===== config.mk =====
export PLATFORM = sky130hd
export DESIGN_NAME = rgm_line_mem
export DESIGN_NICKNAME = d
export VERILOG_FILES = /design/src/rtl/rgm_pkg.sv /design/src/rtl/rgm_line_mem.sv
export SDC_FILE = /design/constraint.sdc
export NUM_CORES = 2
export LEC_CHECK = 0
export BUFFER_PORTS_ARGS = -buffer_cell sky130_fd_sc_hd__buf_4
export CORE_MARGIN = 1.5
export CORE_UTILIZATION = 50
export DETAILED_ROUTE_END_ITERATION = 6
export GPL_TIMING_DRIVEN = 0
export HOLD_SLACK_MARGIN = 0.06
export PLACE_DENSITY_LB_ADDON = 0.08
export SKIP_CTS_REPAIR_TIMING = 1
export SKIP_LAST_GASP = 1
export SLEW_MARGIN = 10
export SYNTH_ARGS = -nofsm -noshare
export SYNTH_HDL_FRONTEND = slang
export SYNTH_SLANG_ARGS = --single-unit

===== constraint.sdc =====
create_clock -name clk -period 3.6 [get_ports clk]
set_input_delay 0.18 -clock clk [delete_from_list [all_inputs] [get_ports clk]]
set_output_delay 0.18 -clock clk [all_outputs]
set_load 0.03 [all_outputs]

===== src/rtl/rgm_pkg.sv =====
`timescale 1ns / 1ps

package rgm_pkg;

    // Field widths
    localparam int CHAN_W  = 8;
    localparam int GRAY_W  = 16;
    localparam int MEAN_W  = 16;
    localparam int ROW_W   = 10;
    localparam int OCOL_W  = 7;
    localparam int FW_W    = 8;
    localparam int FH_W    = 11;
    localparam int CFG_INDEX_W = 2;
    localparam int CFG_DATA_W  = 11;

    // Line memory word: middle row in the upper half, upper row in the lower half
    localparam int LINE_W = 2 * GRAY_W;

    // Window sums: one column of three grays, then all nine
    localparam int COLSUM_W = GRAY_W + 2;
    localparam int PAIR_W   = GRAY_W + 3;
    localparam int SUM_W    = GRAY_W + 4;

    localparam int MAX_WIDTH_DEFAULT = 128;
    localparam int MAX_HEIGHT        = 1024;
    localparam int OUT_FIFO_DEPTH    = 8;

    localparam logic [FW_W-1:0] FRAME_WIDTH_RESET  = 8'd128;
    localparam logic [FH_W-1:0] FRAME_HEIGHT_RESET = 11'd128;
    localparam logic [FW_W-1:0] FRAME_WIDTH_MIN    = 8'd3;
    localparam logic [FH_W-1:0] FRAME_HEIGHT_MIN   = 11'd3;

    // BT.601 luma weights scaled by 256
    localparam logic [7:0] GRAY_R_WEIGHT = 8'd77;
    localparam logic [7:0] GRAY_G_WEIGHT = 8'd150;
    localparam logic [7:0] GRAY_B_WEIGHT = 8'd29;

    // floor(n / 9) == (n * ceil(2^23 / 9)) >> 23 for all n < 2^20
    localparam int               RECIP_SHIFT = 23;
    localparam logic [SUM_W-1:0] RECIP_MUL   = 20'd932068;

    typedef enum logic [CFG_INDEX_W-1:0] {
        REG_FRAME_WIDTH  = 2'd0,
        REG_FRAME_HEIGHT = 2'd1
    } rgm_reg_index_t;

    // Position and flag carried with each window
    typedef struct packed {
        logic [ROW_W-1:0]  row;
        logic [OCOL_W-1:0] col;
        logic              last;
    } rgm_tag_t;

    // Pixel info handed from the accept stage to the window stage
    typedef struct packed {
        logic     emit;
        rgm_tag_t tag;
    } rgm_pix_t;

endpackage


===== src/rtl/rgm_line_mem.sv =====
`timescale 1ns / 1ps

module rgm_line_mem
    import rgm_pkg::*;
#(
    parameter int DEPTH = MAX_WIDTH_DEFAULT,
    localparam int ADDR_W = (DEPTH > 1) ? $clog2(DEPTH) : 1
)
(
    input  logic              clk,
    input  logic              rd_en,
    input  logic [ADDR_W-1:0] rd_addr,
    output logic [LINE_W-1:0] rd_data,
    input  logic              wr_en,
    input  logic [ADDR_W-1:0] wr_addr,
    input  logic [LINE_W-1:0] wr_data
);

    logic [LINE_W-1:0] mem [DEPTH];

    always_ff @(posedge clk)
    begin
        if (wr_en)
        begin
            mem[wr_addr] <= wr_data;
        end
        if (rd_en)
        begin
            rd_data <= mem[rd_addr];
        end
    end

endmodule


# --- After elaboration in Yosys (flattened, before gate mapping) ---
# Memory sizes are Yosys's and may differ from the RTL's. A register that Yosys moved wholly into a read port is not among the register bits.
# Index checks and enable logic that the tools add are counted.
totals:
  mem_count: 1
  wordCells: 3
  ff_bits: 0
  ram_bits: 4096
mem_list:
  columns: ["name", "words", "width", "read_ports", "rd_clocked_by_memory_dff", "wr", "line_no", "text"]
  rows:
  - ["mem", 128, 32, 1, 1, 1, "rgm_line_mem.sv:19", "logic [LINE_W-1:0] mem [DEPTH];"]
op_classes:
  mux: 2
ops:
  columns: ["operator", "count"]
  rows:
  - ["1-bit 2-to-1 mux", 2]

# --- Logic depth before layout (Yosys ltp) ---
depth:
  word_depth: 2
  mapped_depth: 8
  ltp_nobuf: 4

# --- Worst setup path after synthesis ---
# No wires, ideal clock.
synth_path:
  path_type: "in2reg"
  startpoint: "input wr_en"
  endpoint: "memory mem[98][0] (netlist name) (enable)"
  required_ps: 3139
  arrival_time_ps: 2958
  stages: 3
  setup_time_ps: 461
  path_buffers: 1
  path_slack_ps: 181
  cell_sequence: "clkbuf_1 -> nand4_1 -> nor3_1"
synth_via:
  elab_chain_cells: 2
synth_rtl:
  columns: ["element", "line_no", "text"]
  rows:
  - ["start: declaration", "rgm_line_mem.sv:14", "input logic wr_en,"]
  - ["1-bit 2-to-1 mux", "rgm_line_mem.sv:23", "if (wr_en)"]
  - ["1-bit 2-to-1 mux (not written as such)", "rgm_line_mem.sv:25", "mem[wr_addr] <= wr_data;"]
  - ["end: declaration", "rgm_line_mem.sv:19", null]
# No other way between the ends.

==> flow_summary.ini <==
[timing]
fin_skew_ns = 0.04250
slew_headroom_pct = 4.457
worst_slew_pin_slew_ns = 1.433
slew_viol_final = 0
min_period_ns = 3.605
fmax_mhz = 277.4
finalWorstSetupSlack_ns = -0.005055
rsz0062_at_grt = yes
post-route-period-util_pct = 100.1
hold_viol_final = 0
setup_viol = 2

[power_and_ir_drop]
leakage_nw = 55.72
vdd_drop_max_mv = 0.4149
power_density_nw_per_um2 = 559.7

[synth]
netlist_area_um2 = 156600
synthArstFlopShare_pct = 0
synth_common_cells = 4128 x edfxtp_1, 1344 x mux4_2, 182 x clkbuf_1
ys_seq_area_share_pct = 79.16
ys_ff_latch = 4128
synth_adder_area_share_pct = 0
synth-compound-area-share_pct = 0
synth_area_per_cell_um2 = 26.14
synth.distinct_cells = 16
yosys.area_share.simple_pct = 0.4450
ys_warn_count = 0
synth_xor_area_share_pct = 0
synthFlopType = edfxtp_1
synth_mux_area_share_pct = 19.56
yosysMostFrequentCell = edfxtp_1
synth_top_family_by_area = multiplexers
synthTopCellsByArea = edfxtp_1 79%, mux4_2 19%, clkbuf_1 0.44%
synth_top_area_share_pct = 79.16
synth_edf_count = 4128
yosys.area.top_type = edfxtp_1
syn_nets = 6039
netlist_instances = 5990

[cts]
clk_pin_slew_ns = 0.06
cts_max_level = 5
clock_latency_ns = 0.96
cts-root-buf = clkbuf_16
cts_tree = yes
cts-buffers-inserted = 418
clock_path_buffers = 4
clock-sinks = 4128

[critical_path]
crit_path_end_kind = flop
cp_cell_sequence = clkbuf_1 -> buf_2 -> clkbuf_2 -> buf_12 -> buf_1 -> mux4_2 -> mux4_2 -> mux4_2 -> mux2_2
path_max_fanout = 11
crit_arrival_ns = 4.27
cp.required_ns = 4.27
path_class = in2reg
crit_slowest_cell = buf_1
max_stage_delay_ns = 0.70
cpMostUsedCell = mux4_2
rr_worst_depth = 4
cp-start-kind = input port

[grt]
grt_antenna_before_repair = 62
grt_overflow = 0
grt_pass1_vias = 71430
grt_first_pass_wirelength_mm = 574.5
grt_max_degree = 129
track_usage_pct = 26.59

[place]
routabilityCongestion = 0.9000
dpl-instance-area_um2 = 167300
dp_hpwl_mm = 278.4
io_buffers = 69
place_ws_ns = -1.163

[floorplan]
dieArea_um2 = 316600
initial_core_util_pct = 50.25
rows = 205
io_pins = 81
core_area_um2 = 311600
die-width_um = 562.6
die_h_um = 562.6

[route]
drc = 0
ant_nets = 0
routed_wl_mm = 418.4
via_per_inst = 6.288
wire_per_inst_um = 36.97
drtIter0Drc = 9415
vias = 71170
first_pass_iters = 6

[layout]
drive_gt1_share_pct = 35.44
syn_to_final_growth_pct = 16.12
final_nets = 6778
design_area_um2 = 181800
fin_util_pct = 58.35

[hold_path]
hp-class = in2reg
hold_path_depth = 3

[run_status]
outcome = finished with violations
violations = setup timing

[flow_run]
drv_cap = 0
## worst paths after layout
kind                                     to        start  slack (ns)
worst max-delay path            rd_data[25]   rd_addr[2]      -0.005
worst max register to register  rd_data[15]  mem[61][15]        0.74
worst min-delay path            mem[73][29]   wr_addr[0]        0.08
worst min register to register   rd_data[1]  mem[104][1]        1.22
## layout make-up
cell class	count	area, um2
diodes	107	267.8
multi-input cells	1546	32260
flip-flops and latches	4128	124000
clock buffers	506	11090
plain buffers	316	1375
well taps	4140	5180
fillers	22010	129800
repair buffers	319	5361
clock inverters	256	2342
## layer usage
metal | track usage, % | routed length, um | part of all wire, %
met1 | 38.17 | 169900 | 41
met2 | 41.24 | 199000 | 48
met3 | 5.996 | 37060 | 8.9
met4 | 8.120 | 12040 | 2.9
met5 | 0 | 333 | 0.080
## where the power goes
| group | switching, mW | internal [mW] |
|---|---|---|
| Combinational | 3.65 | 2.09 |
| Sequential | 0.0680 | 53.1 |
| Clock | 18.0 | 24.8 |
## critical path, delay by kind of cell
family / cells / cell delay [ns]
mux: 4 / 2.04
buf+inv: 5 / 1.96
## metrics by stage
stage                     instances  total power [mW]  hold slack [ns]  setup TNS [ns]
after floorplan                5990             56.85           0.2789               0
after global placement        10200             59.59           0.6370        -6659.31
after detailed placement      10400             59.84           0.6316          -34.50
after CTS                     11160             102.3          -0.3818          -1.851
after global routing          11300             104.3           0.1174         -0.4332
final                         11320             101.8          0.07814       -0.007054
## layout by cell type (no fill, tap or decap), drive strengths merged
cell type / n
edfxtp: 4128
mux4: 1344
clkbuf: 694
buf: 410
clkinv: 186
nor2: 122
diode: 107
bufinv: 42
dlygate4sd3: 36
mux2: 32
clkinvlp: 18
nand2: 14
nand3: 12
inv: 10
nor3: 9
nor2b: 7
nand4: 3
nand2b: 2
clkdlybuf4s15: 1
or3: 1
## state kept, by name, summed over array words and instances (netlist names)
signal,count
rd_data,32
mem,4096
## logic make-up (layout without fill, tap and decap cells)
logic type	Yosys count	in the layout
DFF	4128	4128
and+or+nand+nor	170	170
muxes	1376	1376
buffers and inverters	316	1397
other	0	107
(Power assumes the default switching activity.)
