`config.mk`:
```
export PLATFORM = sky130hd
export DESIGN_NAME = rgm_window
export DESIGN_NICKNAME = d
export VERILOG_FILES = /design/src/rtl/rgm_pkg.sv /design/src/rtl/rgm_window.sv
export SDC_FILE = /design/constraint.sdc
export NUM_CORES = 1
export LEC_CHECK = 0
export ABC_CLOCK_PERIOD_IN_PS = 19300
export BUFFER_PORTS_ARGS = -buffer_cell sky130_fd_sc_hd__clkbuf_2
export CORE_MARGIN = 10
export CORE_UTILIZATION = 40
export DETAILED_ROUTE_END_ITERATION = 8
export GPL_TIMING_DRIVEN = 0
export PLACE_DENSITY = 0.61
export SETUP_SLACK_MARGIN = 0.15
export SLEW_MARGIN = 10
export SYNTH_ARGS = -nofsm -noshare
export SYNTH_HDL_FRONTEND = slang
export SYNTH_SLANG_ARGS = --single-unit
```
`constraint.sdc`:
```
create_clock -name clk -period 19.3 [get_ports clk]
set_input_delay 3.86 -clock clk [delete_from_list [all_inputs] [get_ports clk]]
set_output_delay 3.86 -clock clk [all_outputs]
set_load 0.005 [all_outputs]
```
`src/rtl/rgm_pkg.sv`:
```
`timescale 1ns / 1ps

package rgm_pkg;

    // Field widths
    localparam int CHAN_W  = 8;
    localparam int GRAY_W  = 16;
    localparam int MEAN_W  = 16;
    localparam int ROW_W   = 10;
    localparam int OCOL_W  = 7;
    localparam int FW_W    = 8;
    localparam int FH_W    = 11;
    localparam int CFG_INDEX_W = 2;
    localparam int CFG_DATA_W  = 11;

    // Line memory word: middle row in the upper half, upper row in the lower half
    localparam int LINE_W = 2 * GRAY_W;

    // Window sums: one column of three grays, then all nine
    localparam int COLSUM_W = GRAY_W + 2;
    localparam int PAIR_W   = GRAY_W + 3;
    localparam int SUM_W    = GRAY_W + 4;

    localparam int MAX_WIDTH_DEFAULT = 128;
    localparam int MAX_HEIGHT        = 1024;
    localparam int OUT_FIFO_DEPTH    = 8;

    localparam logic [FW_W-1:0] FRAME_WIDTH_RESET  = 8'd128;
    localparam logic [FH_W-1:0] FRAME_HEIGHT_RESET = 11'd128;
    localparam logic [FW_W-1:0] FRAME_WIDTH_MIN    = 8'd3;
    localparam logic [FH_W-1:0] FRAME_HEIGHT_MIN   = 11'd3;

    // BT.601 luma weights scaled by 256
    localparam logic [7:0] GRAY_R_WEIGHT = 8'd77;
    localparam logic [7:0] GRAY_G_WEIGHT = 8'd150;
    localparam logic [7:0] GRAY_B_WEIGHT = 8'd29;

    // floor(n / 9) == (n * ceil(2^23 / 9)) >> 23 for all n < 2^20
    localparam int               RECIP_SHIFT = 23;
    localparam logic [SUM_W-1:0] RECIP_MUL   = 20'd932068;

    typedef enum logic [CFG_INDEX_W-1:0] {
        REG_FRAME_WIDTH  = 2'd0,
        REG_FRAME_HEIGHT = 2'd1
    } rgm_reg_index_t;

    // Position and flag carried with each window
    typedef struct packed {
        logic [ROW_W-1:0]  row;
        logic [OCOL_W-1:0] col;
        logic              last;
    } rgm_tag_t;

    // Pixel info handed from the accept stage to the window stage
    typedef struct packed {
        logic     emit;
        rgm_tag_t tag;
    } rgm_pix_t;

endpackage

```
`src/rtl/rgm_window.sv`:
```
`timescale 1ns / 1ps

module rgm_window
    import rgm_pkg::*;
#(
    parameter int MAX_WIDTH = MAX_WIDTH_DEFAULT,
    localparam int ADDR_W = (MAX_WIDTH > 1) ? $clog2(MAX_WIDTH) : 1
)
(
    input  logic              clk,
    input  logic              rst_n,
    // accepted pixel
    input  logic              pix_valid,
    input  logic [GRAY_W-1:0] pix_gray,
    input  logic [ADDR_W-1:0] pix_addr,
    input  rgm_pix_t          pix_info,
    // line memory
    input  logic [LINE_W-1:0] mem_rd_data,
    output logic              wb_en,
    output logic [ADDR_W-1:0] wb_addr,
    output logic [LINE_W-1:0] wb_data,
    // results
    output logic              push,
    output logic [MEAN_W-1:0] push_mean,
    output rgm_tag_t          push_tag,
    output logic [1:0]        pending
);

    // stage 1: line memory data arrives
    logic              s1_valid_reg;
    logic [GRAY_W-1:0] s1_gray_reg;
    logic [ADDR_W-1:0] s1_addr_reg;
    rgm_pix_t          s1_info_reg;

    // column sums of the two previous window columns
    logic [COLSUM_W-1:0] cs1_reg;
    logic [COLSUM_W-1:0] cs2_reg;

    // stage 2: current column sum and sum of the two older ones
    logic                s2_valid_reg;
    logic [COLSUM_W-1:0] s2_colsum_reg;
    logic [PAIR_W-1:0]   s2_pair_reg;
    rgm_tag_t            s2_tag_reg;

    // stage 3: nine-value sum
    logic             s3_valid_reg;
    logic [SUM_W-1:0] s3_total_reg;
    rgm_tag_t         s3_tag_reg;

    logic [GRAY_W-1:0]     up;
    logic [GRAY_W-1:0]     mid;
    logic [COLSUM_W-1:0]   colsum;
    logic [PAIR_W-1:0]     pair;
    logic [2*SUM_W-1:0]    product;

    assign up     = mem_rd_data[GRAY_W-1:0];
    assign mid    = mem_rd_data[LINE_W-1:GRAY_W];
    assign colsum = COLSUM_W'(up) + COLSUM_W'(mid) + COLSUM_W'(s1_gray_reg);
    assign pair   = PAIR_W'(cs1_reg) + PAIR_W'(cs2_reg);

    // shift the rows down by one at this column
    assign wb_en   = s1_valid_reg;
    assign wb_addr = s1_addr_reg;
    assign wb_data = {s1_gray_reg, mid};

    always_ff @(posedge clk or negedge rst_n)
    begin
        if (!rst_n)
        begin
            s1_valid_reg <= 1'b0;
            s2_valid_reg <= 1'b0;
            s3_valid_reg <= 1'b0;
            cs1_reg      <= '0;
            cs2_reg      <= '0;
        end
        else
        begin
            s1_valid_reg <= pix_valid;
            s2_valid_reg <= s1_valid_reg && s1_info_reg.emit;
            s3_valid_reg <= s2_valid_reg;
            if (s1_valid_reg)
            begin
                cs2_reg <= cs1_reg;
                cs1_reg <= colsum;
            end
        end
    end

    always_ff @(posedge clk)
    begin
        if (pix_valid)
        begin
            s1_gray_reg <= pix_gray;
            s1_addr_reg <= pix_addr;
            s1_info_reg <= pix_info;
        end
        if (s1_valid_reg)
        begin
            s2_colsum_reg <= colsum;
            s2_pair_reg   <= pair;
            s2_tag_reg    <= s1_info_reg.tag;
        end
        if (s2_valid_reg)
        begin
            s3_total_reg <= SUM_W'(s2_colsum_reg) + SUM_W'(s2_pair_reg);
            s3_tag_reg   <= s2_tag_reg;
        end
    end

    // divide by nine through the reciprocal; the FIFO registers the quotient
    assign product   = (2*SUM_W)'(s3_total_reg) * (2*SUM_W)'(RECIP_MUL);
    assign push      = s3_valid_reg;
    assign push_mean = product[RECIP_SHIFT +: MEAN_W];
    assign push_tag  = s3_tag_reg;

    assign pending = 2'(s1_valid_reg && s1_info_reg.emit) + 2'(s2_valid_reg)
                   + 2'(s3_valid_reg);

endmodule

```
* After elaboration in Yosys (flattened, before gate mapping)
Index checks and enable logic that the tools add are counted.
Word-level totals: bits in writable memories 0, bits of input ports 77, memories 0, memory bits (read-only) 0, register bits 174, bits in latches 0, logic and storage cells 28, output and inout bits 77
Cells by class: mux-type cells 0, $lt $le $gt $ge 0, reduce and logical (&&, ||, !) cells 1, div/mod/pow operators 0, $add $sub $neg 6, bitwise logic cells 0, equal/unequal tests 0, $mul 1, shift-type cells 0
Operators by type and width (count):
- $mul A20 B18 Y37 const B | 1
- $add A18 B19 Y20 | 1
- $add A18 B18 Y19 | 1
- $add A17 B16 Y18 | 1
- $add A16 B16 Y17 | 1
- $add A1 B1 Y2 | 1
- $add A2 B1 Y2 | 1
- $logic_and A1 B1 Y1 | 1

* Depth between registers and ports, before layout
word-level depth 3, mapped depth 22, depth with buffers taken out 20

* Least setup slack after synthesis
Ideal clock, no wire load.
kind reg2out, start point register s3_total_reg[14], end point output port push_mean[15], setup slack 10.227 ns, path buffers 2, cell stages (with the launch flop) 19, data arrival time 5.213 ns, data required time 15.440 ns, cell sequence edfxtp_1 -> fa_1 -> ha_1 -> fa_1 -> fa_1 -> fa_1 -> inv_1 -> fa_1 -> inv_1 -> ha_1 -> clkbuf_1 -> a211oi_1 -> o211ai_1 -> a21oi_1 -> nand3_1 -> a21o_1 -> and2_1 -> o311ai_2 -> buf_4
Between the ends: word-level cells in the longest chain between the ends 1
Ends and longest elaborated chain:
- start, declared | RTL line rgm_window.sv:47 | logic [SUM_W-1:0] s3_total_reg;
- start signal, assigned | RTL line rgm_window.sv:105 | s3_total_reg <= SUM_W'(s2_colsum_reg) + SUM_W'(s2_pair_reg);
- $mul A20 B18 Y37 | RTL line rgm_window.sv:111 | assign product = (2*SUM_W)'(s3_total_reg) * (2*SUM_W)'(RECIP_MUL);
- end, declared | RTL line rgm_window.sv:24 | output logic [MEAN_W-1:0] push_mean,
No other way between the ends.

* Worst setup path in the final report
start point register s3_total_reg[13], end point output port push_mean[14]
The elaborated chain is that of the path after synthesis.

==> out/results.tsv <==
metric	value	unit
status	complete, no violations	
Rel. slew slack	24.81	%
Pins Over Slew Limit	0	
Std-Cell Rows	68	
grt peak-use layer	met2	
RSZ-0062 raised after global routing	false	
DIE HEIGHT	205.8	µm
io pins	154	
FMAX	97.72	MHz
P&R area growth vs syn	14.65	%
hold path startpoint	s1_info_reg[15]	
largest net degree at the start of global routing	44	
setup TNS	0	ps
fraction of layout instances using a drive strength above 1	19.88	%
clock buffer count from CTS	17	
WL final	28330	µm
Final Critical Period	10230	ps
reg2reg path depth	11	
Vias	8885	
most frequent CP cell	fa_1	
Residual DRC	0	
routing usage on met2	23.09	%
gp weighted congestion	0.8783	
Longest Clk Path Bufs	2	
Synth area leader	edfxtp_1	
Async SR Flop Fraction	22.41	%
Setup crit end kind	primary output	
CTS clk-pin slew, worst paths	80	ps
Hold Path End	s2_tag_reg[15]	
setup slack at placement	9577	ps
Final #Nets	1738	
post-cts resize count	0	
ANT nets after route	0	
top cells by count, synth	ha_1, inv_1, edfxtp_1, fa_1, a21oi_1	
HPWL Detailed	24130	µm
Initial Util	40.29	%
CTS Root Cell	clkbuf_16	
met3 Use GR	2.724	%
met1 Track Usage GR	17.14	%
H-tree depth	4	
hold_buf cts	0	
final worst slack	9067	ps
Yosys cell types	63	
clock insertion delay at the later pin of the skew report	430	ps
first-pass GRT wire length	46680	µm
sequential area share after synthesis	36.41	%
initial antenna violation count	0	
CTS tree	built	
hold path depth	0	
Overflow after GRT	0	
total clock sinks	174	
Synth Warn #	0	
max-capacitance violation count	0	
FF-to-FF setup slack	16310	ps
Area contributors post-synth	edfxtp_1, ha_1, fa_1	
Netlist Area Pre-Place	0.01382	mm²
worst r2r src	s1_gray_reg[1]	
delay of the slowest critical-path stage	790	ps
router iterations before antenna repair	5	
drt initial violations	384	
Top delay family on crit path	adder cells	
critical path class	reg -> out	
WL/cell	15.49	µm
Placeable Area	0.03429	mm²
Setup-failing EPs final	0	
die area	0.04237	mm²
Worst Path Buf+Inv	5	
FILL cells	3208	
syn nets	1564	
via/cell ratio	4.858	
# port buffers	153	
Setup Skew	18.14	ps
max FFs per register	20	
Cells after Synth	1186	
period utilization	53.02	%
Hold Fails Final Rpt	0	
Setup crit start kind	flop	
Synth Flop Type	edfxtp_1	
Syn Area/Cell	11.65	µm²
post-synth top area share	29.34	%
R2R Path End	s2_colsum_reg[15]	
CP arrival	6370	ps
Post-synth EDFFs	135	
Total GRT Usage	13.65	%
Hold Path Class	reg -> reg	
vias in the first global route	9506	
Worst EP required	15440	ps
Max FO, Critical Path	7	
worst slew pin tran	1128	ps
most common cell in the netlist	ha_1	
Post-CTS Repair Setup Buffers	0	
die outline width	205.8	µm
slowest CP cell	o41ai_1	
sequence of cells on the critical path	fa_1, ha_1, fa_1, fa_1, inv_1, fa_1, fa_1, inv_1, ha_1, clkbuf_1, nand3_1, o41ai_1, a41oi_1, xnor2_1, buf_4, clkbuf_2	
number of synthesized register bits	174	
## per-layer routing
| layer | vias to the layer above | part of all wire [%] |
|---|---|---|
| met5 | - | 0 |
| met4 | 0 | 2.1 |
| met3 | 31 | 3.7 |
| met2 | 175 | 50 |
| met1 | 4221 | 45 |
| li1 | 4458 | - |
## metrics by stage
stage          std cells  hold slack (ps)  area, µm²  utilization (%)
4_1_cts             1828            415.6      15840            46.19
3_3_place_gp        1794            400.4      15150            44.19
2_1_floorplan       1186            400.3      13820                -
3_5_place_dp        1796            404.5      15190            44.31
5_1_grt             1828            423.9      15840            46.19
6_report            1829            415.6      15840            46.20
## cells in the final DEF (no fill, tap or decap), drive strengths merged, types with 6 or more instances in the layout
master,n
ha,193
inv,186
clkbuf,178
edfxtp,135
fa,108
a21oi,71
xnor2,47
nor2,43
nand2,42
dfrtp,39
buf,39
o21ai,35
mux2,30
a21o,28
xor2,21
nand3,20
a31oi,14
nor3,12
o21a,10
nor2b,10
nand2b,9
nand4,8
a211oi,8
o211ai,8
clkinv,7
and2,6
o21bai,6
and3,6
a21boi,6
or3,6
## area by class of cell
type	count	area, µm²	area share, %
diodes	1	2.502	0.01580
multi-input cells	788	7799	49.23
inverters	178	668.1	4.218
flip-flops and latches	174	5032	31.77
well taps	455	569.3	3.594
repair buffers	155	805.8	5.087
clock inverters	15	219.0	1.382
clock buffers	17	425.4	2.686
plain buffers	46	319.1	2.014
## how the worst max path moves through the flow
stage / from / to / slack (ps) / depth (start not counted)
3_3_place_gp: s3_total_reg[14] / push_mean[15] / 9600 / 19
3_5_place_dp: s3_total_reg[14] / push_mean[15] / 9580 / 19
6_report: s3_total_reg[13] / push_mean[14] / 9070 / 16
2_1_floorplan: s3_total_reg[14] / push_mean[15] / 10230 / 18
4_1_cts: s3_total_reg[14] / push_mean[15] / 9090 / 19
5_1_grt: s3_total_reg[4] / push_mean[14] / 8840 / 19
## cells by family (layout without fill, tap and decap cells)
group	count (synthesis)	in the layout	synth area share, %
adder cells (fa/ha/maj)	301	301	33.13
buffers and inverters	224	411	7.145
AO/OA/AOI/OAI	219	219	10.52
flip-flops	174	174	36.41
AND/OR/NAND/NOR	170	170	6.013
XOR/XNOR	68	68	4.311
multiplexers	30	30	2.472
other	0	1	0
Power is not shown: default switching activity piles up to over one toggle a cycle in this logic, so the estimate is an artifact.
