[config.mk]
export PLATFORM = sky130hd
export DESIGN_NAME = rgm_out_fifo
export DESIGN_NICKNAME = d
export VERILOG_FILES = /design/src/rtl/rgm_pkg.sv /design/src/rtl/rgm_out_fifo.sv
export SDC_FILE = /design/constraint.sdc
export NUM_CORES = 1
export LEC_CHECK = 0
export BUFFER_PORTS_ARGS = -buffer_cell sky130_fd_sc_hd__buf_2
export CAP_MARGIN = 20
export CORE_ASPECT_RATIO = 2
export CORE_MARGIN = 2
export CORE_UTILIZATION = 40
export CTS_CLUSTER_DIAMETER = 30
export DETAILED_ROUTE_END_ITERATION = 12
export GPL_TIMING_DRIVEN = 0
export PLACE_DENSITY = 0.64
export SLEW_MARGIN = 15
export SYNTH_ARGS = -nofsm -noshare
export SYNTH_HDL_FRONTEND = slang
export SYNTH_SLANG_ARGS = --single-unit
[constraint.sdc]
create_clock -name clk -period 5.3 [get_ports clk]
set_input_delay 0.265 -clock clk [delete_from_list [all_inputs] [get_ports clk]]
set_output_delay 0.265 -clock clk [all_outputs]
set_load 0.005 [all_outputs]
[src/rtl/rgm_pkg.sv]
`timescale 1ns / 1ps

package rgm_pkg;

    // Field widths
    localparam int CHAN_W  = 8;
    localparam int GRAY_W  = 16;
    localparam int MEAN_W  = 16;
    localparam int ROW_W   = 10;
    localparam int OCOL_W  = 7;
    localparam int FW_W    = 8;
    localparam int FH_W    = 11;
    localparam int CFG_INDEX_W = 2;
    localparam int CFG_DATA_W  = 11;

    // Line memory word: middle row in the upper half, upper row in the lower half
    localparam int LINE_W = 2 * GRAY_W;

    // Window sums: one column of three grays, then all nine
    localparam int COLSUM_W = GRAY_W + 2;
    localparam int PAIR_W   = GRAY_W + 3;
    localparam int SUM_W    = GRAY_W + 4;

    localparam int MAX_WIDTH_DEFAULT = 128;
    localparam int MAX_HEIGHT        = 1024;
    localparam int OUT_FIFO_DEPTH    = 8;

    localparam logic [FW_W-1:0] FRAME_WIDTH_RESET  = 8'd128;
    localparam logic [FH_W-1:0] FRAME_HEIGHT_RESET = 11'd128;
    localparam logic [FW_W-1:0] FRAME_WIDTH_MIN    = 8'd3;
    localparam logic [FH_W-1:0] FRAME_HEIGHT_MIN   = 11'd3;

    // BT.601 luma weights scaled by 256
    localparam logic [7:0] GRAY_R_WEIGHT = 8'd77;
    localparam logic [7:0] GRAY_G_WEIGHT = 8'd150;
    localparam logic [7:0] GRAY_B_WEIGHT = 8'd29;

    // floor(n / 9) == (n * ceil(2^23 / 9)) >> 23 for all n < 2^20
    localparam int               RECIP_SHIFT = 23;
    localparam logic [SUM_W-1:0] RECIP_MUL   = 20'd932068;

    typedef enum logic [CFG_INDEX_W-1:0] {
        REG_FRAME_WIDTH  = 2'd0,
        REG_FRAME_HEIGHT = 2'd1
    } rgm_reg_index_t;

    // Position and flag carried with each window
    typedef struct packed {
        logic [ROW_W-1:0]  row;
        logic [OCOL_W-1:0] col;
        logic              last;
    } rgm_tag_t;

    // Pixel info handed from the accept stage to the window stage
    typedef struct packed {
        logic     emit;
        rgm_tag_t tag;
    } rgm_pix_t;

endpackage

[src/rtl/rgm_out_fifo.sv]
`timescale 1ns / 1ps

module rgm_out_fifo
    import rgm_pkg::*;
#(
    parameter int DEPTH = OUT_FIFO_DEPTH,
    localparam int PTR_W = $clog2(DEPTH),
    localparam int CNT_W = $clog2(DEPTH + 1)
)
(
    input  logic              clk,
    input  logic              rst_n,
    input  logic              push,
    input  logic [MEAN_W-1:0] push_mean,
    input  rgm_tag_t          push_tag,
    input  logic              pop,
    output logic              not_empty,
    output logic [MEAN_W-1:0] head_mean,
    output rgm_tag_t          head_tag,
    output logic [CNT_W-1:0]  count
);

    logic [MEAN_W-1:0] mean_q [DEPTH];
    rgm_tag_t          tag_q  [DEPTH];

    logic [PTR_W-1:0] wr_ptr_reg;
    logic [PTR_W-1:0] rd_ptr_reg;
    logic [CNT_W-1:0] count_reg;
    logic [PTR_W-1:0] wr_ptr_next;
    logic [PTR_W-1:0] rd_ptr_next;
    logic [CNT_W-1:0] count_next;
    logic             do_pop;

    assign do_pop = pop && (count_reg != '0);

    always_comb
    begin
        wr_ptr_next = wr_ptr_reg;
        rd_ptr_next = rd_ptr_reg;
        count_next  = count_reg;
        if (push)
        begin
            wr_ptr_next = (wr_ptr_reg == PTR_W'(DEPTH - 1)) ? '0 : wr_ptr_reg + 1'b1;
        end
        if (do_pop)
        begin
            rd_ptr_next = (rd_ptr_reg == PTR_W'(DEPTH - 1)) ? '0 : rd_ptr_reg + 1'b1;
        end
        if (push && !do_pop)
        begin
            count_next = count_reg + 1'b1;
        end
        else if (!push && do_pop)
        begin
            count_next = count_reg - 1'b1;
        end
    end

    always_ff @(posedge clk or negedge rst_n)
    begin
        if (!rst_n)
        begin
            wr_ptr_reg <= '0;
            rd_ptr_reg <= '0;
            count_reg  <= '0;
        end
        else
        begin
            wr_ptr_reg <= wr_ptr_next;
            rd_ptr_reg <= rd_ptr_next;
            count_reg  <= count_next;
        end
    end

    always_ff @(posedge clk)
    begin
        if (push)
        begin
            mean_q[wr_ptr_reg] <= push_mean;
            tag_q[wr_ptr_reg]  <= push_tag;
        end
    end

    assign not_empty = (count_reg != '0);
    assign head_mean = mean_q[rd_ptr_reg];
    assign head_tag  = tag_q[rd_ptr_reg];
    assign count     = count_reg;

endmodule

Word-level counts from Yosys, hierarchy flattened. Memories as Yosys holds them, arrays and structs flattened. Index checks and enable logic that the tools add are counted.

Bits in writable memories: 272. Register bits: 10. Latch bits: 0. Memories: 2. Bits in read-only memories: 0. Output and inout port bits: 39. Input port bits: 38.

Memories: tag_q (words 8, bits a word 18, read ports 1, clocked after memory_dff 0, write ports 1, line rgm_out_fifo.sv:24) `rgm_tag_t tag_q [DEPTH];`; mean_q (words 8, bits a word 16, read ports 1, clocked after memory_dff 0, write ports 1, line rgm_out_fifo.sv:23) `logic [MEAN_W-1:0] mean_q [DEPTH];`.

Div/mod/pow operators: 0. Shifts and indexed selects: 0. Bitwise logic cells: 0. $lt $le $gt $ge: 0. Muxes and demuxes: 6. Eq/ne operators: 2. $mul: 0. Reduce and logical (&&, ||, !) cells: 7. $add $sub $neg: 4.

Operators with widths (count): $mux W4 (2); $add A3 B1 Y3 const B (2); $eq A3 B3 Y1 const B (2); $mux W3 (2); $add A4 B1 Y4 const B (1); $reduce_bool A4 Y1 (1); $sub A4 B1 Y4 const B (1); $logic_and A1 B1 Y1 (3); $logic_not A1 Y1 (2); $mux W1 (2); $reduce_bool A2 Y1 (1).

Logic depth before layout (Yosys ltp). Gate-level depths: netlist of the first run.

Word-level depth: 5. Mapped depth: 8. Depth with buffers taken out: 8.

Worst setup path after synthesis of the first run. Ideal clock, no wire load.

Path type: register -> register. Start point: register wr_ptr_reg[2]. End point: memory mean_q[0][0], enable pin. Buffers on the path: 0. Library setup time: 0.468 ns. Setup slack: 1.919 ns. Arrival: 2.913 ns. Cell stages (with the launch flop): 3. Period minus slack after synthesis: 3.381 ns. Cells stage by stage: dfrtp_1 -> nand2b_1 -> nor3_1.

RTL lines: from (decl) (line rgm_out_fifo.sv:26) `logic [PTR_W-1:0] wr_ptr_reg;`; from (signal assigned) (line rgm_out_fifo.sv:69) `wr_ptr_reg <= wr_ptr_next;`; to (decl) (line rgm_out_fifo.sv:23).

Straight into the memory's write port.

Worst setup path in the final report of the first run.
Start point: register count_reg[0], in the netlist count[0]. End point: register count_reg[3], in the netlist count[3].

Cells in the longest elaborated chain, start to end: 5.

RTL lines: from (decl) (line rgm_out_fifo.sv:28) `logic [CNT_W-1:0] count_reg;`; from (signal assigned) (line rgm_out_fifo.sv:71) `count_reg <= count_next;`; parallel branches: the longest is 5 deep, another holds $sub A4 B1 Y4.

Parallel ways; which one is timed is not known. The select of a mux whose other input is x is not followed. A chain may end at the register's enable or synchronous reset.

==> results of run 1 <==
## cell families after synthesis
kind of cell    after synthesis  share of synthesized area
flops                       282                     0.7578
buf+inv                      23                    0.01340
xor+xnor                      2                   0.001577
mux                         109                     0.2020
compound gates                7                   0.004167
simple gates                 26                    0.01138
fa+ha+maj                     8                   0.009687
## metrics by stage
step | power [W] | hold slack [ns] | instances | area (µm²) | TNS [ns]
2_1_floorplan | 0.004241 | -0.03059 | 457 | 11110 | 0
3_3_place_gp | 0.004948 | 0.1448 | 885 | 11930 | -27.60
3_5_place_dp | 0.005128 | 0.1486 | 902 | 12250 | 0
4_1_cts | 0.006947 | 0.002674 | 974 | 13340 | 0
5_1_grt | 0.007172 | 0.01250 | 974 | 13340 | 0
6_report | 0.006843 | 0.01476 | 974 | 13340 | 0
## layer usage
metal  global-route usage  wire length [µm]  up-vias
met1               0.1736              8175     2732
met2               0.3027             13010      109
met4              0.05538               517        0
met5                    0                 0        -
met3              0.01976               681       30
li1                     -                 -     2296
## worst register-to-register path: cells and delay by family, from the launching register on
kind / cells / cell delay, ns
and+or+nand+nor: 3 / 1.34
adders and majority gates: 2 / 0.68
DFF: 1 / 0.47
AOI/OAI and AO/OA: 2 / 0.23
buffers and inverters: 1 / 0.14
## Yosys cell counts (all sizes together)
cell type	number
edfxtp	272
mux4	68
mux2	40
buf	11
clkbuf	10
dfrtp	10
nor2	8
ha	7
nand2	6
nor3	3
a21oi	2
inv	2
nand2b	2
nand3	2
nand3b	2
o211ai	2
o21ai	2
or4	2
xnor2	2
a2111o	1
fa	1
mux2i	1
or3	1
## power breakdown
| group | switching, W | internal [W] | leakage (nW) | total [W] |
|---|---|---|---|---|
| registers | 0.000102 | 0.00279 | 2.59 | 0.00290 |
| clock network | 0.000817 | 0.000986 | 0.393 | 0.00180 |
| logic | 0.00105 | 0.00109 | 1.61 | 0.00214 |
| total | 0.00197 | 0.00487 | 4.59 | 0.00684 |
## worst paths after layout
check	to	slack [ns]	depth (start not counted)
worst max-delay path	count[3]	2.32	8
worst min-delay path	mean_q[7][12]	0.01	1
worst max register to register	count[3]	2.32	8
worst min register to register	count[2]	0.57	2
max in group asynchronous	rd_ptr_reg[1]	4.94	2
min in group asynchronous	wr_ptr_reg[1]	0.13	2
## area by class of cell
| class | count | area, µm² | area share |
|---|---|---|---|
| Clock inverter | 18 | 183.9 | 0.01379 |
| Timing Repair Buffer | 120 | 914.6 | 0.06859 |
| Sequential cell | 282 | 8418 | 0.6313 |
| Tap cell | 352 | 440.4 | 0.03303 |
| Inverter | 2 | 7.507 | 0.0005630 |
| Buffer | 21 | 141.4 | 0.01060 |
| Clock buffer | 27 | 633.1 | 0.04748 |
| Multi-Input combinational cell | 152 | 2596 | 0.1947 |
## timing repair
item | in CTS | in global routing
setup endpoints to repair | 0 | 0
hold buffers | 27 | 0
hold endpoints to repair | 215 | 0
==> flow_metrics.py, run 1 <==
metrics = {
    "sta": {
        "slew_viol_final": 0,
        "slew_headroom": 0.4820,
        "timing.final.crit_share": 0.5616,
        "finalCriticalPeriod_ns": 2.977,
        "max_freq_ghz": 0.3360,
        "fin_skew_ns": 0.02410,
        "worst_slew_pin_slew_ns": 0.7751,
        "hold_viol": 0,
        "rsz0062_at_grt": "false",
        "setup_ws_ns": 2.323,
        "finalSetupViolations": 0,
    },
    "layout": {
        "layout_common_cells": "edfxtp_1 (272), buf_2 (78), mux4_1 (67), mux2_2 (40), dlygate4sd3_1 (27)",
        "final_util": 0.4860,
        "drive_gt1_frac": 0.3103,
        "layout_commonest_cell": "edfxtp_1",
        "fillers": 2184,
        "area_delta_synth_final_pct": 20.05,
        "fin_nets": 650,
        "diodes": 0,
        "largest_reg_flops": 144,
    },
    "grt": {
        "antenna_found_initial": 0,
        "grt.total_usage": 0.1573,
        "grt_max_degree": 22,
        "grt_pass1_vias": 5605,
        "globalRouteOverflowTotal": 0,
        "grt_pass1_wl_um": 33420,
    },
    "floorplan": {
        "die_h_um": 239.7,
        "dieWidth_um": 121.8,
        "num_rows": 86,
        "num_io_pins": 77,
        "die_area_um2": 29200,
        "core_area_um2": 27440,
        "initial_core_util": 0.4048,
    },
    "drt": {
        "drtIter0Drc": 288,
        "antenna_left": 0,
        "via_per_inst": 5.305,
        "drt-wirelength-per-cell_um": 22.99,
        "finalWirelength_um": 22390,
        "vias": 5167,
        "dr.pass1.iters": 4,
        "drc_errors": 0,
    },
    "setup_path": {
        "cp.required_ns": 5.70,
        "critPathMaxFanout": 6,
        "cp-end-kind": "flip-flop",
        "reg2reg_from": "count[0]",
        "crit_arrival_ns": 3.38,
        "crit_start": "count[0]",
        "cp_cell_sequence": "or4_1 -> nand2_1 -> ha_1 -> inv_1 -> ha_1 -> or4_1 -> o211ai_1 -> o211ai_1",
        "crit_type": "flip-flop to flip-flop",
        "path_buf_inv": 1,
        "slowest_delay_ns": 0.57,
        "cp_slowest_cell": "or4_1",
        "cp-start-kind": "flip-flop",
        "path_delay_family": "simple AND/OR/NAND/NOR gates",
    },
    "placement": {
        "port-buffer-count": 76,
        "place.gp.congestion": 0.7358,
        "dp_slack_ns": 2.357,
        "dp_hpwl_um": 14930,
    },
    "power_and_ir_drop": {
        "power_density_nw_per_um2": 513.2,
        "p_leak_nw": 4.592,
        "ir_drop_uv": 217.6,
    },
    "min_path": {
        "worstHoldStart": "push_mean[12]",
        "hold_class": "input port to flip-flop",
    },
    "synth": {
        "seq_area_frac_synth": 0.7578,
        "synth.area.top_cells": "edfxtp_1 (74%), mux4_1 (16%), mux2_2 (4.1%), dfrtp_1 (2.3%), buf_6 (0.81%)",
        "syn_avg_cell_area_um2": 24.31,
        "synth_warnings": 0,
        "synth_area_um2": 11110,
        "synthCells": 457,
        "synth-seq-cells": 282,
        "yosysTopAreaCellShare": 0.7353,
        "yosysTopAreaCell": "edfxtp_1",
        "synth.distinct_cells": 26,
        "syn-num-nets": 503,
    },
    "cts": {
        "cts_buffers": 25,
        "clock_path_buffers": 3,
        "htreeDepth": 1,
        "post_cts_resized": 0,
        "clock-sinks": 282,
        "cts_root_buf": "clkbuf_16",
        "cts.clk_slew.worst_paths_ns": 0.07,
        "cts_setup_buffers": 0,
        "cts_tree": "yes",
        "clk_latency_ns": 0.54,
    },
    "status": {
        "status": "finished, final reports clean",
    },
    "run": {
        "maxCapViolCount": 0,
    },
}
No activity file was read; power rests on OpenSTA's default activity.
==> inputs of run 2 (changes only) <==
--- a/config.mk
+++ b/config.mk
@@ -13,7 +13,7 @@
 export CTS_CLUSTER_DIAMETER = 30
 export DETAILED_ROUTE_END_ITERATION = 12
 export GPL_TIMING_DRIVEN = 0
-export PLACE_DENSITY = 0.64
+export PLACE_DENSITY = 0.66
 export SLEW_MARGIN = 15
 export SYNTH_ARGS = -nofsm -noshare
 export SYNTH_HDL_FRONTEND = slang
==> constraint.sdc (replaced) <==
create_clock -name clk -period 2.5 [get_ports clk]
set_input_delay 0.125 -clock clk [delete_from_list [all_inputs] [get_ports clk]]
set_output_delay 0.125 -clock clk [all_outputs]
set_load 0.005 [all_outputs]
==> flow_metrics.py, run 2 (synthesized netlist as in run 1, its figures left out) <==
metrics = {
    "status": {
        "status": "finished, final reports clean",
    },
    "layout": {
        "layout_common_cells": "edfxtp_1 (272), buf_2 (77), mux4_1 (67), mux2_2 (40), dlygate4sd3_1 (38)",
        "layout_commonest_cell": "edfxtp_1",
        "fillers": 2187,
        "diodes": 0,
        "area_delta_synth_final_pct": 22.54,
        "drive_gt1_frac": 0.3270,
        "largest_reg_flops": 144,
        "fin_area_um2": 13610,
        "fin_nets": 660,
    },
    "sta": {
        "setup_ws_ns": 0.07130,
        "finalSetupViolations": 0,
        "hold_slack_ns": 0.4002,
        "hold_viol": 0,
        "rsz0062_at_grt": "false",
        "worst_slew_pin_slew_ns": 0.7830,
        "fin_skew_ns": 0.01269,
        "slew_headroom": 0.4763,
        "finalCriticalPeriod_ns": 2.429,
        "finalSetupTns_ns": 0,
        "timing.final.crit_share": 0.9715,
        "max_freq_ghz": 0.4117,
        "slew_viol_final": 0,
    },
    "setup_path": {
        "crit_arrival_ns": 2.83,
        "cp-start-kind": "flip-flop",
        "cp.required_ns": 2.91,
        "crit_type": "flip-flop to flip-flop",
        "slowest_delay_ns": 0.56,
        "rr_worst_depth": 8,
        "cp_cell_sequence": "or4_4 -> nand2_4 -> ha_4 -> inv_2 -> ha_4 -> or4_1 -> o211ai_1 -> o211ai_1",
        "cp-end-kind": "flip-flop",
        "critPathMaxFanout": 6,
        "cp_slowest_cell": "or4_4",
    },
    "floorplan": {
        "die_area_um2": 29200,
        "num_rows": 86,
        "initial_core_util": 0.4048,
        "num_io_pins": 77,
        "core_area_um2": 27440,
        "dieWidth_um": 121.8,
        "die_h_um": 239.7,
    },
    "cts": {
        "clock-sinks": 282,
        "cts_buffers": 27,
        "htreeDepth": 1,
        "cts.clk_slew.worst_paths_ns": 0.07,
        "clk_latency_ns": 0.53,
        "cts_tree": "yes",
        "cts_root_buf": "clkbuf_16",
        "clock_path_buffers": 3,
    },
    "drt": {
        "drtIter0Drc": 315,
        "dr.pass1.iters": 5,
        "drt-wirelength-per-cell_um": 23.03,
        "via_per_inst": 5.351,
        "finalWirelength_um": 22690,
        "drc_errors": 0,
        "vias": 5271,
        "antenna_left": 0,
    },
    "placement": {
        "place.gp.congestion": 0.7717,
        "dp_slack_ns": -0.1226,
        "dp_hpwl_um": 14720,
        "port-buffer-count": 76,
        "dpl-instance-area_um2": 12310,
    },
    "run": {
        "maxCapViolCount": 0,
    },
    "power_and_ir_drop": {
        "power_density_nw_per_um2": 1088,
        "p_leak_nw": 4.706,
        "ir_drop_uv": 666.3,
    },
    "grt": {
        "grt_pass1_vias": 5785,
        "grt.total_usage": 0.1611,
        "globalRouteOverflowTotal": 0,
        "grt_pass1_wl_um": 34220,
        "antenna_found_initial": 0,
        "grt_max_degree": 22,
    },
    "min_path": {
        "hold_path_depth": 2,
        "hold_class": "input port to flip-flop",
    },
}
==> run 2: cell count changes in the layout (fill, tap and decap cells not counted), sizes merged <==
cell	before	now
dlygate4sd3	27	38
clkinv	7	12
inv	8	5
buf	104	102
clkbuf	37	38
clkinvlp	3	2
==> run 2: worst paths after layout <==
check                               from             to  slack, ns
max                             count[0]       count[3]       0.07
min                         push_mean[1]   mean_q[7][1]       0.40
max reg2reg                     count[0]       count[3]       0.07
min reg2reg                wr_ptr_reg[2]  wr_ptr_reg[2]       0.61
max in group asynchronous          rst_n       count[0]       1.51
min in group asynchronous          rst_n       count[1]       0.63
==> run 2: power by group <==
part | switching [W] | total (W) | leakage [nW] | internal, W
clock network | 0.00172 | 0.00395 | 0.423 | 0.00223
registers | 0.000241 | 0.00617 | 2.59 | 0.00593
logic | 0.00228 | 0.00469 | 1.69 | 0.00241
total | 0.00425 | 0.0148 | 4.71 | 0.0106
==> run 2: cell type report <==
cell class | instances | area (µm²) | area share
Sequential cell | 282 | 8419 | 0.6185
Tap cell | 352 | 440.4 | 0.03236
Clock inverter | 19 | 192.7 | 0.01416
Inverter | 2 | 7.507 | 0.0005515
Multi-Input combinational cell | 152 | 2645 | 0.1943
Timing Repair Buffer | 129 | 1066 | 0.07832
Buffer | 20 | 157.7 | 0.01158
Clock buffer | 29 | 683.2 | 0.05019
==> run 2: routing by layer <==
layer | vias up | part of all wire | GRT usage
met4 | 0 | 0.027 | 0.06722
li1 | 2319 | - | -
met3 | 27 | 0.043 | 0.02143
met2 | 140 | 0.57 | 0.3039
met1 | 2785 | 0.36 | 0.1781
met5 | - | 0 | 0
==> run 2: what timing repair did <==
item,CTS,global route
setup endpoints to repair,35,1
buffers inserted,2,0
gates cloned,0,0
resized for setup,14,1
endpoints found under the hold margin,288,0
hold buffers,38,0
==> run 2: worst max-delay path: cells and delay by family, from the launching register on <==
family                   cells  cell delay, ns
flip-flops                   1            0.41
AO/OA/AOI/OAI                2            0.22
AND/OR/NAND/NOR              3            1.19
buffers and inverters        1            0.07
adder cells (fa/ha/maj)      2            0.41
==> run 2: through the flow <==
stage,utilization,instances,power (W)
floorplan,-,457,0.009021
global placement,0.4359,885,0.01051
detailed placement,0.4486,898,0.01097
CTS,0.4961,985,0.01504
global route,0.4961,985,0.01548
finish,0.4961,985,0.01482
